[src/mpfb_pkg.sv]
package mpfb_pkg;

    // Panel geometry and readout chunk size
    localparam int PANEL_COLUMNS = 128;
    localparam int PANEL_ROWS    = 64;
    localparam int CHUNK_BYTES   = 16;

    localparam int PAGE_COUNT  = PANEL_ROWS / 8;
    localparam int STORE_BYTES = PANEL_COLUMNS * PAGE_COUNT;

    // Store address width and signed width for the draw address math
    localparam int ADDR_W = $clog2(STORE_BYTES);
    localparam int SGN_W  = ADDR_W + 3;

    // Width used for coordinate extent compares
    localparam int EXT_W = 9;

    // Byte counter inside one readout chunk
    localparam int CHUNK_W = (CHUNK_BYTES > 1) ? $clog2(CHUNK_BYTES) : 1;

    // Readout address: wide enough for chunk*CHUNK_BYTES+k and for STORE_BYTES
    localparam int CHUNK_IDX_W = 6;
    localparam int RD_SPAN_W   = CHUNK_IDX_W + CHUNK_W;
    localparam int RD_ADDR_W   = (RD_SPAN_W > ADDR_W + 1) ? RD_SPAN_W : ADDR_W + 1;

    localparam logic [7:0] FILL_WHITE = 8'hFF;
    localparam logic [7:0] FILL_BLACK = 8'h00;

    // Request action codes
    localparam logic [1:0] ACT_DRAW = 2'd0;
    localparam logic [1:0] ACT_FILL = 2'd1;
    localparam logic [1:0] ACT_READ = 2'd2;

    // Orientation codes
    localparam logic [1:0] ORI_PORTRAIT      = 2'd0;
    localparam logic [1:0] ORI_LANDSCAPE     = 2'd1;
    localparam logic [1:0] ORI_PORTRAIT_REV  = 2'd2;
    localparam logic [1:0] ORI_LANDSCAPE_REV = 2'd3;

    typedef enum logic [2:0] {
        ST_IDLE,
        ST_DRAW_RD,
        ST_DRAW_WR,
        ST_FILL,
        ST_RD_ISSUE,
        ST_RD_LOAD,
        ST_RD_WAIT
    } mpfb_state_t;

    // Controller to datapath commands
    typedef struct packed {
        logic capture;
        logic draw_read;
        logic draw_write;
        logic fill_write;
        logic rd_read;
        logic out_load;
    } mpfb_cmd_t;

    // Datapath to controller status
    typedef struct packed {
        logic fill_done;
        logic out_last;
    } mpfb_status_t;

endpackage

[src/mpfb_ctrl.sv]
module mpfb_ctrl
    import mpfb_pkg::*;
(
    input  logic         clk,
    input  logic         rst_n,
    input  logic         in_valid,
    input  logic [1:0]   action,
    input  logic         out_ready,
    input  mpfb_status_t status,
    output logic         in_ready,
    output logic         out_valid,
    output mpfb_cmd_t    cmd
);

    mpfb_state_t state_reg;
    mpfb_state_t state_next;

    // State register; reset starts with the clearing pass
    always_ff @(posedge clk or negedge rst_n)
    begin
        if (!rst_n)
        begin
            state_reg <= ST_FILL;
        end
        else
        begin
            state_reg <= state_next;
        end
    end

    // Next state
    always_comb
    begin
        state_next = state_reg;
        case (state_reg)
            ST_IDLE:
            begin
                if (in_valid)
                begin
                    case (action)
                        ACT_DRAW: state_next = ST_DRAW_RD;
                        ACT_FILL: state_next = ST_FILL;
                        ACT_READ: state_next = ST_RD_ISSUE;
                        default:  state_next = ST_IDLE;
                    endcase
                end
            end
            ST_DRAW_RD:  state_next = ST_DRAW_WR;
            ST_DRAW_WR:  state_next = ST_IDLE;
            ST_FILL:
            begin
                if (status.fill_done)
                begin
                    state_next = ST_IDLE;
                end
            end
            ST_RD_ISSUE: state_next = ST_RD_LOAD;
            ST_RD_LOAD:  state_next = ST_RD_WAIT;
            ST_RD_WAIT:
            begin
                if (out_ready)
                begin
                    state_next = status.out_last ? ST_IDLE : ST_RD_LOAD;
                end
            end
            default:     state_next = ST_IDLE;
        endcase
    end

    // Outputs
    always_comb
    begin
        in_ready       = 1'b0;
        out_valid      = 1'b0;
        cmd            = '0;
        case (state_reg)
            ST_IDLE:
            begin
                in_ready    = 1'b1;
                cmd.capture = in_valid;
            end
            ST_DRAW_RD:  cmd.draw_read  = 1'b1;
            ST_DRAW_WR:  cmd.draw_write = 1'b1;
            ST_FILL:     cmd.fill_write = 1'b1;
            ST_RD_ISSUE: cmd.rd_read    = 1'b1;
            ST_RD_LOAD:  cmd.out_load   = 1'b1;
            ST_RD_WAIT:
            begin
                out_valid   = 1'b1;
                // fetch the next byte as soon as this one is taken
                cmd.rd_read = out_ready && !status.out_last;
            end
            default:
            begin
                in_ready = 1'b0;
            end
        endcase
    end

endmodule

[config.mk]
export PLATFORM = sky130hd
export DESIGN_NAME = mpfb_ctrl
export DESIGN_NICKNAME = d
export VERILOG_FILES = /design/src/mpfb_pkg.sv /design/src/mpfb_ctrl.sv
export SDC_FILE = /design/constraint.sdc
export NUM_CORES = 1
export LEC_CHECK = 0
export ABC_AREA = 1
export BUFFER_PORTS_ARGS = -buffer_cell sky130_fd_sc_hd__buf_2
export CORE_AREA = 2 2 39 41
export DETAILED_ROUTE_END_ITERATION = 10
export DIE_AREA = 0 0 41 43
export GPL_TIMING_DRIVEN = 0
export PLACE_DENSITY_LB_ADDON = 0.12
export SLEW_MARGIN = 20
export SYNTH_ARGS = -nofsm -noshare
export SYNTH_HDL_FRONTEND = slang
export SYNTH_SLANG_ARGS = --single-unit
[constraint.sdc]
create_clock -name clk -period 1.52 [get_ports clk]
set_input_delay 0.228 -clock clk [delete_from_list [all_inputs] [get_ports clk]]
set_output_delay 0.228 -clock clk [all_outputs]
set_load 0.1 [all_outputs]
After elaboration in Yosys (flattened, before gate mapping):

Index checks and enable logic that the tools add are counted.
W data, S select, Z words.

* logic and storage cells: 31
* bits in registers: 3
* bits of input ports: 8

* equal/unequal tests: 11
* reduce and logical (&&, ||, !) cells: 5
* muxes and demuxes: 14

Operators by type and width (number)
* $pmux W3 S6: 1
* $mux W3: 4
* $eq A3 B3 Y1 const B: 3
* $pmux W3 S3: 1
* $mux W1: 7
* $eq A3 B2 Y1 const B: 2
* $ne A2 B2 Y1 const B: 3
* $eq A3 B1 Y1 const B: 1
* $logic_not A3 Y1: 1
* $reduce_and A3 Y1: 1
* $eq A2 B1 Y1 const B: 1
* $eq A2 B2 Y1 const B: 1
* $logic_not A2 Y1: 1
* $pmux W1 S2: 1
* $logic_and A1 B1 Y1: 1
* $logic_not A1 Y1: 1

Logic depth before layout (Yosys ltp):

* word-level depth: 4
* depth in mapped cells: 6
* gate-level depth less buffers: 6

Worst setup path after synthesis:

OpenSTA, ideal clock, no wires.

* kind: reg-to-output
* start: reg state_reg[1]
* end: out cmd[2] (netlist name)
* slack: -1445 ps
* buffers on the path: 1
* data arrival time: 2737 ps
* stages on the path, launching flop included: 4
* required time: 1292 ps
* path through: dfstp_2 buf_6 inv_2 nor3_1

RTL lines
* start, declared: RTL line mpfb_ctrl.sv:15 `mpfb_state_t state_reg;`
* start signal, assigned: RTL line mpfb_ctrl.sv:27 `state_reg <= state_next;`
* end, declared: RTL line mpfb_ctrl.sv:12 `output mpfb_cmd_t cmd`

==> impl_metrics.ini <==
[routing]
postRouteAntennaNets = 0
route.detailed.drc = 0
num_vias = 387
routed_wl_um = 777
routed_via_density = 4.12
firstDrtPassIters = 4
drtIter0Drc = 6
detail_route.wl_per_cell_um = 8.27

[logic_synthesis]
seq_area_frac_synth = 0.253
ys_types = 18
synth-seq-cells = 3
syn_avg_cell_area_um2 = 6.26
syn_nets = 57
syn_area_um2 = 307
yosysTopAreaCell = dfstp_2
syn_inst = 49
yosysWarnings = 0
synthTopCellsByArea = dfstp_2, inv_1, nand2_1, dfrtp_1, nor2_1
synth_top_area_share = 0.171

[timing]
slew-limit-headroom = 0.867
worst_hold_slack_ns = 0.313
setup_viol = 1
skew_ns = 0.000910
clock.fmax_ghz = 0.655
maxSlewViolCount = 0
finalWorstSetupSlack_ns = -0.00565
fin_crit_sh = 1.00
layout_min_cycle_time_ns = 1.53
worst_pin_slew_ns = 0.201
hold_viol_final = 0
grt_setup_unrepaired = true

[global_routing]
grt_overflow = 0
antenna_found_initial = 0
grt_max_degree = 7
grt_usage = 0.102
grt_pass1_vias = 325
grt_pass1_wl_um = 1260

[outcome]
violations = setup timing
outcome = complete, but fails checks

[final_layout]
multi_input_area_um2 = 218
num-fill-cells = 132
diodes = 0
area_delta_synth_final_pct = 122
layout.nets = 87
final_common_cell = inv_1
drive_gt1_frac = 0.603
final_core_util = 0.491
ff_latch_area_um2 = 78.8
largest_reg_flops = 3
final_cell_mix = inv_1, nand2_1, buf_4, buf_2, buf_12

[worst_setup_path]
end_kind = output port
worstPathArrival_ns = 1.30
worstSetupStartpointType = flop
critical_path.top_delay_family = flip-flops
cp_cell_sequence = buf_8, inv_8, nor3_4, buf_12
slowest_stage = dfstp_2
reg2reg_from = state_reg[0]$_DFFE_PN1P_
critical_path_buf_inv_count = 3
critPathKind = reg -> out
cp_max_fo = 6
critical_path_required_ns = 1.29
ff2ff_setup_slack_ns = 0.17
startpoint = state_reg[1]$_DFFE_PN1P_
crit_path_max_incr_delay_ns = 0.52

[floorplanning]
row_count = 14
start_util = 0.222
die-area_um2 = 1760
core_um2 = 1380
die_h_um = 43
die_w_um = 41
ios = 16

[flow_run]
drv_cap = 0

[place]
hpwl_um = 578
place.gp.congestion = 0.734
port_buffers = 15
place_ws_ns = -0.0173

[cts]
clock_sinks = 3
cts_tree = yes
root_buffer = clkbuf_4
cts_buffers = 3
htreeDepth = 1
clockBufferDepth = 2
clkTransAtPathRegs_ns = 0.03
clock_latency_ns = 0.23

[hold_path]
worst_hold_startpoint = status[1]
min_path_type = in -> reg
## synth_stat cells, drive strengths merged
master / number
nand4: 1
dfstp: 2
o21bai: 2
nor3: 3
inv: 14
nor2: 8
o21ai: 1
buf: 1
nand2: 11
nand3: 4
dfrtp: 1
a21oi: 1
## kinds of logic after synthesis
group,count (synthesis),share of synthesized area
AO/OA/AOI/OAI,4,0.106
buffers and inverters,15,0.208
flip-flops,3,0.253
AND/OR/NAND/NOR,27,0.433
## metal layers
metal	track usage	vias to the layer above	wire (um)
met5	0	-	0
met4	0	0	0
met3	0.0471	0	58
met2	0.153	14	383
met1	0.139	170	335
li1	-	203	-
## worst register-to-register path, delay by kind of cell (launching register included)
family | cells | cell delay (ns)
AOI/OAI and AO/OA | 1 | 0.07
buffers and inverters | 2 | 0.20
DFF | 1 | 0.62
and+or+nand+nor | 4 | 0.34
## stage by stage
stage	setup TNS (ns)	instances	area, um2
after floorplan	-0.662	49	374
after global placement	-0.0172	80	469
after detailed placement	-0.0303	80	469
after CTS	-0.0246	93	646
after global routing	-0.200	94	679
final	-0.00565	94	679
## area by class of cell
| class | count | area share |
|---|---|---|
| clock buffers | 4 | 0.0387 |
| multi-input cells | 31 | 0.320 |
| inverters | 14 | 0.0921 |
| repair buffers | 25 | 0.381 |
| flip-flops and latches | 3 | 0.116 |
| plain buffers | 1 | 0.0221 |
| well taps | 16 | 0.0295 |
## path summary, 6_finish.rpt
kind	to	cells past startpoint
worst max-delay path	cmd[2]	4
worst min-delay path	state_reg[0]$_DFFE_PN1P_	4
worst max register to register	state_reg[2]$_DFFE_PN0P_	7
worst min register to register	state_reg[0]$_DFFE_PN1P_	2
max in group asynchronous	state_reg[0]$_DFFE_PN1P_	2
min in group asynchronous	state_reg[2]$_DFFE_PN0P_	2
## timing repair
item,in CTS,in global routing
endpoints found under the setup margin,8,8
endpoints found under the hold margin,3,0
gates cloned,0,0
buffers inserted,8,1
resized for setup,23,7
hold buffers,1,0
pin swaps,3,0
Power is left out: the tool's default activity adds up to more than one toggle a clock period on the data nets, which glitch-free logic cannot reach.
